### src/hdl/sorted_priority_queue_top_assert.svh
// Assertion macros for the sorted priority queue top level.
// Depends on nothing; included inside the top-level module body.
`ifndef SORTED_PRIORITY_QUEUE_TOP_ASSERT_SVH
`define SORTED_PRIORITY_QUEUE_TOP_ASSERT_SVH

// The consequent must hold in the same cycle as the antecedent.
`define SPQ_ASSERT_SAME(name, clk, rst_n, ante, cons) \
    name: assert property (@(posedge clk) disable iff (!(rst_n)) (ante) |-> (cons)) \
        else $error("Sorted priority queue check failed.");

// The consequent must hold in the cycle after the antecedent.
`define SPQ_ASSERT_NEXT(name, clk, rst_n, ante, cons) \
    name: assert property (@(posedge clk) disable iff (!(rst_n)) (ante) |=> (cons)) \
        else $error("Sorted priority queue check failed.");

`endif

### src/hdl/spq_pkg.sv
// Shared types and constants of the sorted priority queue.
// Used by the cell, the response buffer and the top level; depends on nothing.
package spq_pkg;

    localparam int CAPACITY_DEF = 16;
    localparam int DATA_W       = 32;
    localparam int FILL_W       = 5;

    localparam logic REQ_INSERT = 1'b0;
    localparam logic REQ_REMOVE = 1'b1;

    localparam logic [1:0] ST_OK    = 2'd0;
    localparam logic [1:0] ST_EMPTY = 2'd1;
    localparam logic [1:0] ST_FULL  = 2'd2;

    typedef struct packed {
        logic                     req_type;
        logic signed [DATA_W-1:0] item_value;
        logic signed [DATA_W-1:0] item_priority;
    } t_req;

    typedef struct packed {
        logic [1:0]               status;
        logic signed [DATA_W-1:0] popped_value;
        logic signed [DATA_W-1:0] popped_priority;
        logic                     is_empty;
        logic [FILL_W-1:0]        fill_count;
    } t_rsp;

    typedef struct packed {
        logic signed [DATA_W-1:0] value;
        logic signed [DATA_W-1:0] prio;
    } t_entry;

    typedef struct packed {
        logic   insert;
        logic   remove;
        t_entry entry;
    } t_cell_cmd;

endpackage

### src/hdl/spq_cell.sv
// One slot of the sorted row: holds a value/priority pair and trades it with its neighbors.
// Depends on spq_pkg.
module spq_cell (
    input  logic               i_clk,
    input  spq_pkg::t_cell_cmd i_cmd,
    input  logic               i_occupied,
    input  logic               i_prev_keep,
    input  spq_pkg::t_entry    i_prev_entry,
    input  spq_pkg::t_entry    i_next_entry,
    output logic               o_keep,
    output spq_pkg::t_entry    o_entry
);
    import spq_pkg::*;

    t_entry r_entry;
    t_entry n_entry;

    // An occupied slot of strictly higher priority stays where it is on an insert.
    assign o_keep  = i_occupied && (r_entry.prio > i_cmd.entry.prio);
    assign o_entry = r_entry;

    always_comb begin
        n_entry = r_entry;
        if (i_cmd.insert && !o_keep) begin
            n_entry = i_prev_keep ? i_cmd.entry : i_prev_entry;
        end else if (i_cmd.remove) begin
            n_entry = i_next_entry;
        end
    end

    always_ff @(posedge i_clk) begin
        r_entry <= n_entry;
    end

endmodule

### src/hdl/spq_skid.sv
// Two-deep response buffer: an output register and a skid register behind it.
// Depends on spq_pkg.
module spq_skid (
    input  logic          i_clk,
    input  logic          i_rst_n,
    input  logic          i_valid,
    input  spq_pkg::t_rsp i_data,
    output logic          o_ready,
    output logic          o_valid,
    output spq_pkg::t_rsp o_data,
    input  logic          i_ready
);
    import spq_pkg::*;

    logic r_out_valid;
    logic r_skid_valid;
    t_rsp r_out;
    t_rsp r_skid;

    assign o_ready = !r_skid_valid;
    assign o_valid = r_out_valid;
    assign o_data  = r_out;

    always_ff @(posedge i_clk) begin
        if (!i_rst_n) begin
            r_out_valid  <= 1'b0;
            r_skid_valid <= 1'b0;
        end else if (!r_out_valid || i_ready) begin
            if (r_skid_valid) begin
                r_out_valid  <= 1'b1;
                r_skid_valid <= 1'b0;
            end else begin
                r_out_valid <= i_valid;
            end
        end else if (i_valid) begin
            r_skid_valid <= 1'b1;
        end
    end

    always_ff @(posedge i_clk) begin
        if (!r_out_valid || i_ready) begin
            if (r_skid_valid) begin
                r_out <= r_skid;
            end else if (i_valid) begin
                r_out <= i_data;
            end
        end else if (i_valid && !r_skid_valid) begin
            r_skid <= i_data;
        end
    end

endmodule

### src/hdl/sorted_priority_queue_top.sv
// Channel   Direction  Payload  Handshake
// request   in         t_req    i_req_valid / o_req_ready
// response  out        t_rsp    o_rsp_valid / i_rsp_ready
//
// All cells compare against the new priority at once and the whole row shifts or holds in
// the same clock edge, so one request per cycle while the skid register is free.
// Each response is registered in the output register, or in the skid register on a stall.
// A stalled response is held while one more request goes into the skid register.
// Reset clears the entry count and the response valids; slot contents are not cleared.
module sorted_priority_queue_top #(
    parameter int CAPACITY = spq_pkg::CAPACITY_DEF
) (
    input  logic          i_clk,
    input  logic          i_rst_n,
    input  logic          i_req_valid,
    output logic          o_req_ready,
    input  spq_pkg::t_req i_req,
    output logic          o_rsp_valid,
    input  logic          i_rsp_ready,
    output spq_pkg::t_rsp o_rsp
);
    import spq_pkg::*;

    localparam int CNT_W = $clog2(CAPACITY + 1);

    logic [CNT_W-1:0] r_count;
    logic [CNT_W-1:0] n_count;
    logic             req_fire;
    logic             is_full;
    logic             is_none;
    t_cell_cmd        cell_cmd;
    t_rsp             rsp;
    t_entry           entries [CAPACITY];
    logic             keeps   [CAPACITY];

    assign req_fire = i_req_valid && o_req_ready;
    assign is_full  = (r_count == CNT_W'(CAPACITY));
    assign is_none  = (r_count == '0);

    always_comb begin
        cell_cmd.insert      = req_fire && (i_req.req_type == REQ_INSERT) && !is_full;
        cell_cmd.remove      = req_fire && (i_req.req_type == REQ_REMOVE) && !is_none;
        cell_cmd.entry.value = i_req.item_value;
        cell_cmd.entry.prio  = i_req.item_priority;
    end

    always_comb begin
        n_count             = r_count;
        rsp.status          = ST_OK;
        rsp.popped_value    = '0;
        rsp.popped_priority = '0;
        if (i_req.req_type == REQ_INSERT) begin
            if (is_full) begin
                rsp.status = ST_FULL;
            end else begin
                n_count = r_count + CNT_W'(1);
            end
        end else begin
            if (is_none) begin
                rsp.status = ST_EMPTY;
            end else begin
                n_count             = r_count - CNT_W'(1);
                rsp.popped_value    = entries[0].value;
                rsp.popped_priority = entries[0].prio;
            end
        end
        rsp.is_empty   = (n_count == '0);
        rsp.fill_count = FILL_W'(n_count);
    end

    always_ff @(posedge i_clk) begin
        if (!i_rst_n) begin
            r_count <= '0;
        end else if (req_fire) begin
            r_count <= n_count;
        end
    end

    for (genvar g = 0; g < CAPACITY; g++) begin : g_cell
        logic   prev_keep;
        t_entry prev_entry;
        t_entry next_entry;

        if (g == 0) begin : g_head
            assign prev_keep  = 1'b1;
            assign prev_entry = cell_cmd.entry;
        end else begin : g_body
            assign prev_keep  = keeps[g-1];
            assign prev_entry = entries[g-1];
        end

        if (g == CAPACITY - 1) begin : g_tail
            assign next_entry = entries[g];
        end else begin : g_link
            assign next_entry = entries[g+1];
        end

        spq_cell u_cell (
            .i_clk        (i_clk),
            .i_cmd        (cell_cmd),
            .i_occupied   (r_count > CNT_W'(g)),
            .i_prev_keep  (prev_keep),
            .i_prev_entry (prev_entry),
            .i_next_entry (next_entry),
            .o_keep       (keeps[g]),
            .o_entry      (entries[g])
        );
    end

    spq_skid u_skid (
        .i_clk   (i_clk),
        .i_rst_n (i_rst_n),
        .i_valid (req_fire),
        .i_data  (rsp),
        .o_ready (o_req_ready),
        .o_valid (o_rsp_valid),
        .o_data  (o_rsp),
        .i_ready (i_rsp_ready)
    );

`include "sorted_priority_queue_top_assert.svh"

    `SPQ_ASSERT_SAME(a_count_bound, i_clk, i_rst_n, 1'b1, r_count <= CNT_W'(CAPACITY))
    `SPQ_ASSERT_NEXT(a_pop_count, i_clk, i_rst_n, cell_cmd.remove,
        r_count == CNT_W'($past(r_count) - CNT_W'(1)))
    `SPQ_ASSERT_SAME(a_head_order, i_clk, i_rst_n, r_count >= CNT_W'(2),
        entries[0].prio >= entries[1].prio)
    `SPQ_ASSERT_SAME(a_skid_behind_out, i_clk, i_rst_n, !o_req_ready, o_rsp_valid)

endmodule

### config.mk
export PLATFORM = sky130hd
export DESIGN_NAME = sorted_priority_queue_top
export DESIGN_NICKNAME = d
export VERILOG_FILES = /design/src/hdl/spq_pkg.sv /design/src/hdl/spq_cell.sv /design/src/hdl/spq_skid.sv /design/src/hdl/sorted_priority_queue_top.sv
export VERILOG_INCLUDE_DIRS = /design/src /design/src/hdl
export SDC_FILE = /design/constraint.sdc
export NUM_CORES = 2
export LEC_CHECK = 0
export ABC_AREA = 1
export BUFFER_PORTS_ARGS = -buffer_cell sky130_fd_sc_hd__buf_2
export CAP_MARGIN = 40
export CORE_MARGIN = 4
export CORE_UTILIZATION = 55
export DETAILED_ROUTE_END_ITERATION = 10
export MAX_ROUTING_LAYER = met4
export PLACE_DENSITY = 0.69
export SETUP_SLACK_MARGIN = 0.5
export SLEW_MARGIN = 20
export SYNTH_ARGS = -nofsm -noshare
export SYNTH_HDL_FRONTEND = slang
export SYNTH_SLANG_ARGS = --single-unit
### constraint.sdc
create_clock -name i_clk -period 15.8 [get_ports i_clk]
set_clock_uncertainty 0.05 [all_clocks]
set_input_delay 3.16 -clock i_clk [delete_from_list [all_inputs] [get_ports i_clk]]
set_output_delay 3.16 -clock i_clk [all_outputs]
set_load 0.01 [all_outputs]
### Word-level counts from Yosys, hierarchy flattened

Cells that the tools add are included.
Widths: inputs -> output; s select.

* RAM bits: 0
* memory bits (read-only): 0
* register bits after elaboration: 1175
* latch bits: 0
* output and inout port bits: 74
* memories kept: 0
* input bits: 69

* $add $sub $neg: 2
* divide/modulo/power cells: 0
* multiplexer cells: 56
* reductions and logical operators: 80
* bitwise gates (word level): 3
* multipliers: 0
* shifts and indexed selects: 0
* $lt $le $gt $ge: 32
* equal/unequal tests: 1

Operator list (count)
* $mux 64: 47
* $gt 32x32->1: 16
* $mux 72: 2
* $gt 5x4->1 const B: 8
* $logic_and 1x1->1: 38
* $reduce_bool 2->1: 16
* $gt 5x3->1 const B: 4
* $logic_not 1->1: 20
* $mux 5: 3
* $gt 5x1->1 const B: 2
* $gt 5x2->1 const B: 2
* $logic_not 5->1: 2
* $add 5x1->5 const B: 1
* $eq 5x5->1 const B: 1
* $sub 5x1->5 const B: 1
* $mux 2: 2
* $reduce_and 2->1: 2
* $not 1->1: 3
* $mux 1: 2
* $reduce_or 2->1: 1
* $logic_or 1x1->1: 1

### Logic depth before layout (Yosys ltp)

* depth after elaboration: 6
* depth in mapped cells: 21

### By module

From an unflattened synthesis, not the netlist that was laid out.

* cell total of the unflattened synthesis: 9200
* area total of the unflattened synthesis: 78236.3 µm²

By module, submodules not included
* spq_cell at g_cell[0].u_cell ...: sequential area each 1921.8 µm², cells an instance 535, instances 13, area each 4476.8 µm²
* spq_cell at g_cell[7].u_cell ...: sequential area each 1921.8 µm², cells an instance 530, instances 3, area each 4464.3 µm²
* spq_skid: sequential area each 4364.2 µm², cells an instance 387, instances 1, area each 5326.4 µm²
* sorted_priority_queue_top: sequential area each 100.1 µm², cells an instance 268, instances 1, area each 1318.8 µm²

### Worst setup path after synthesis

OpenSTA, ideal clock, no wires.

* kind: input-to-reg
* start point: input port i_req[19] (netlist bit)
* end point: register g_cell[15].u_cell.r_entry (netlist bit g_cell[15].u_cell.o_entry[0]), enable pin
* cell stages on the path: 12
* data arrival time: 7.830 ns
* data required time: 15.243 ns
* slack: 7.413 ns
* buffers on the path: 1
* setup time: 0.507 ns
* path through: clkbuf_1 -> inv_1 -> ha_1 -> a21oi_1 -> o21ai_0 -> nand2_1 -> o211ai_1 -> a21oi_1 -> nand2_1 -> nand2_1 -> nand2_1 -> a21oi_1

* longest elaborated chain between the ends: 4

RTL lines
* from (decl): line sorted_priority_queue_top.sv:17 `input spq_pkg::t_req i_req,`
* $gt 32x32->1: line spq_cell.sv:19 `assign o_keep = i_occupied && (r_entry.prio > i_cmd.entry.prio);`
* $logic_and 1x1->1: line spq_cell.sv:19
* $logic_not 1->1: line spq_cell.sv:24 `if (i_cmd.insert && !o_keep) begin`
* $logic_and 1x1->1: line spq_cell.sv:24
* to (signal assigned): line spq_cell.sv:32 `r_entry <= n_entry;`
* to (decl): line spq_cell.sv:15 `t_entry r_entry;`

Every way passes these cells.
A chain may end at the register's enable or synchronous reset.

==> impl_metrics.csv <==
group,metric,value,unit
outcome,status,"complete, no violations",
floorplanning,row_count,136,
clocking,htree_levels,4,
synth,syn-mean-instance-area,7.76,um^2
setup_path,crit_path_end_kind,"flop",
synth,synth_adder_area_share,0.0844,
timing,slew_viol_final,0,
setup_path,cp.required,16.27,ns
timing,setup_viol,0,
place,post-place-ws,6.73,ns
synth,synth-xor-area-share,0.000114,
timing,hold_slack,0.457,ns
power,p_per_area,129,nW/um^2
routing,wire_per_inst,24.5,um
timing,setup_ws,7.51,ns
global_routing,antenna_found_initial,10,
synth,synth_warnings,0,
clocking,worstSkewPairLatency,0.79,ns
floorplanning,core,138000,um^2
synth,ys.flop_type,"edfxtp_1",
final_layout,multiInputGateArea,37200,um^2
timing,fin_crit_sh,0.525,
setup_path,critical_path.max_stage_delay,0.63,ns
worst_hold_path,hold_path.class,"reg -> reg",
global_routing,grt_pass1_vias,66845,
synth,synth_cells,9885,
routing,drtAntennaViolNets,0,
routing,first_iter_violations,10198,
place,dp_cells,11362,
clocking,numCtsBuffers,140,
setup_path,cp_max_fo,39,
global_routing,grt_use_total,0.393,
setup_path,reg2reg_slack,10.39,ns
clocking,post_cts_buffers,0,
timing,rsz0062_at_grt,"no",
final_layout,syn_to_final_growth,8.10,%
power,leakage,39.9,nW
clocking,cts_sinks,1175,
setup_path,worst_path_most_repeated_cell,"nand2_1",
synth,synth_area,76700,um^2
place,place.gp.congestion,0.984,
synth,yosys.cell_types.count,40,
synth,yosysSeqAreaShare,0.459,
setup_path,r2r_start,"g_cell[3].u_cell.o_entry[5]$_DFFE_PP_",
clocking,cts.path.max_buffers,3,
final_layout,fillers,12549,
final_layout,drive_above_1_share,0.0653,
synth,ys_async_sr_fraction,0,
setup_path,path_buf_inv,7,
global_routing,grt.overflow.total,0,
routing,first_pass_iters,9,
synth,ys_seq_elements,1175,
clocking,cts_root_buffer,"clkbuf_16",
synth,synth.area.mux_share,0,
timing,hold_viol_final,0,
synth,synth_fp_nets,10471,
routing,drc,0,
setup_path,critPathLaunchType,"input port",
synth,synth-compound-area-share,0.0332,
timing,setup-tns-final,0,ns
clocking,cts_repair_resize_count,0,
setup_path,critPathArrivalTime,8.77,ns
synth,synthSimpleGateAreaFrac,0.362,
timing,worstMarginPinSlew,0.941,ns
final_layout,register_area,35200,um^2
place,portBuffers,142,
place,place_hpwl,194000,um
synth,yosys.area.top_type,"edfxtp_1",
floorplanning,dieHeight,381,um
setup_path,path_class,"in -> reg",
setup_path,path_cells,"buf_2, inv_1, buf_4, ha_1, nand2_1, a21oi_1, nor2_1, nand2_1, nand2_1, nand2_1, nand2_1, nand2_1, nand2_4, buf_12, nand3_2, nand2_2, buf_4, clkinv_2, buf_4, nand2_1, nand2_1",
timing,maxSlewHeadroom,0.372,
clocking,cts.reportedPaths.clkPinSlew,0.06,ns
setup_path,slowest_stage,"clkinv_2",
global_routing,grt_max_degree,78,
run,max_cap_violations,0,
floorplanning,top_level_ports,143,
timing,fmax,121,MHz
global_routing,grt_pass1_wl,429000,um
routing,wl,285000,um
worst_hold_path,min_from,"u_skid.r_skid[36]$_DFFE_PP_",
synth,synthTopCellsByArea,"edfxtp_1 (46%), nand2_1 (27%), ha_1 (8.4%), nand4_1 (7.7%), buf_2 (2.4%)",
floorplanning,die_w,381,um
synth,synth_top_family_by_area,"simple AND/OR/NAND/NOR gates",
synth,synth_edf_count,1168,
setup_path,cp-startpoint,"i_req[5]",
routing,num_vias,71589,
synth,synth_top_area_frac,0.457,
timing,layout_min_cycle_time,8.29,ns
setup_path,cp_top_family,"buffers and inverters",
final_layout,fin_cells,11640,
floorplanning,die_area,145000,um^2
final_layout,num-nets-final,10242,
routing,vias_per_cell,6.15,
floorplanning,start_util,0.556,
power,peakVddDrop,0.108,mV
final_layout,fin_util,0.601,
clocking,cts_hold_buf,0,
clocking,cts_tree,"built",
-- per-layer routing --
metal | global-route usage | vias up | share of wire
li1 | - | 32672 | -
met1 | 0.553 | 33203 | 0.42
met2 | 0.542 | 5037 | 0.41
met3 | 0.126 | 677 | 0.15
met4 | 0.112 | 0 | 0.031
met5 | - | - | 0
-- worst register-to-register path, stage by stage, from the launching register on --
cell and delay, ns:
edfxtp_1 0.49, ha_1 0.35, a21oi_1 0.15, nor2_1 0.05, nor2_1 0.09, nand2_1 0.12, nand2_1 0.08, nand2_1 0.07
nand2_1 0.10, nand3_2 0.07, buf_4 0.37, nand3_2 0.19, buf_4 0.60, nand2_2 0.71, buf_4 0.48, nand2_2 0.29
buf_4 0.66
-- cell usage in the layout (no fill, tap or decap), drive strengths merged, types with 55 or more instances in the layout --
cell    count
buf       328
nand4     943
inv       288
clkbuf    188
nand3      55
nand2    5481
a21oi     237
ha        517
nor2      228
clkinv     59
o21ai     179
edfxtp   1168
-- cells by family after synthesis --
family | after synthesis
AOI/OAI and AO/OA | 475
xor gates and xnor gates | 1
adders and majority gates | 517
buffers and inverters | 987
DFF | 1175
and+or+nand+nor | 6730
-- Yosys cell counts, drive strengths merged, types with 19 or more instances --
| library cell | n |
|---|---|
| a21oi | 237 |
| buf | 512 |
| edfxtp | 1168 |
| a21o | 24 |
| nand4 | 943 |
| ha | 517 |
| nand3 | 55 |
| nand2 | 5481 |
| nor3 | 19 |
| o21ai | 179 |
| clkbuf | 187 |
| nor2 | 228 |
| inv | 287 |
| o21a | 21 |
-- final cells by class --
| class | instances | area share |
|---|---|---|
| Sequential cell | 1175 | 0.425 |
| Clock buffer | 188 | 0.0451 |
| Inverter | 288 | 0.0132 |
| Clock inverter | 68 | 0.00714 |
| Tap cell | 1863 | 0.0281 |
| Timing Repair Buffer | 328 | 0.0322 |
| Antenna cell | 7 | 0.000211 |
| Multi-Input combinational cell | 7723 | 0.449 |
-- where the power goes --
group	internal (W)	leakage, nW	switching, W	total, W
registers	0.00404	11.2	0.000336	0.00438
logic	0.000892	26.5	0.00229	0.00318
clock network	0.00173	2.09	0.00140	0.00313
-- per-stage QoR --
| step | cell area (um^2) | total power, W |
|---|---|---|
| finish | 82900 | 0.0107 |
| detailed placement | 78200 | 0.00747 |
| floorplan | 76700 | 0.00643 |
| CTS | 82500 | 0.0106 |
| global route | 82900 | 0.0112 |
| global placement | 77700 | 0.00739 |
-- registers in the layout, indices dropped and copies added (netlist names) --
signal and flops:
u_skid.r_skid 72, u_skid.o_data 72, u_skid.r_skid_valid 1, u_skid.o_valid 1
r_count 5, g_cell.u_cell.o_entry 1024
-- final timing paths --
path,endpoint,cells past startpoint
hold / removal,u_skid.o_data[36]$_DFFE_PP_,2
setup / recovery,g_cell[11].u_cell.o_entry[11]$_DFFE_PP_,21
hold reg to reg,u_skid.o_data[36]$_DFFE_PP_,2
setup reg to reg,g_cell[3].u_cell.o_entry[45]$_DFFE_PP_,16
Power figures use the tool's default switching activity.
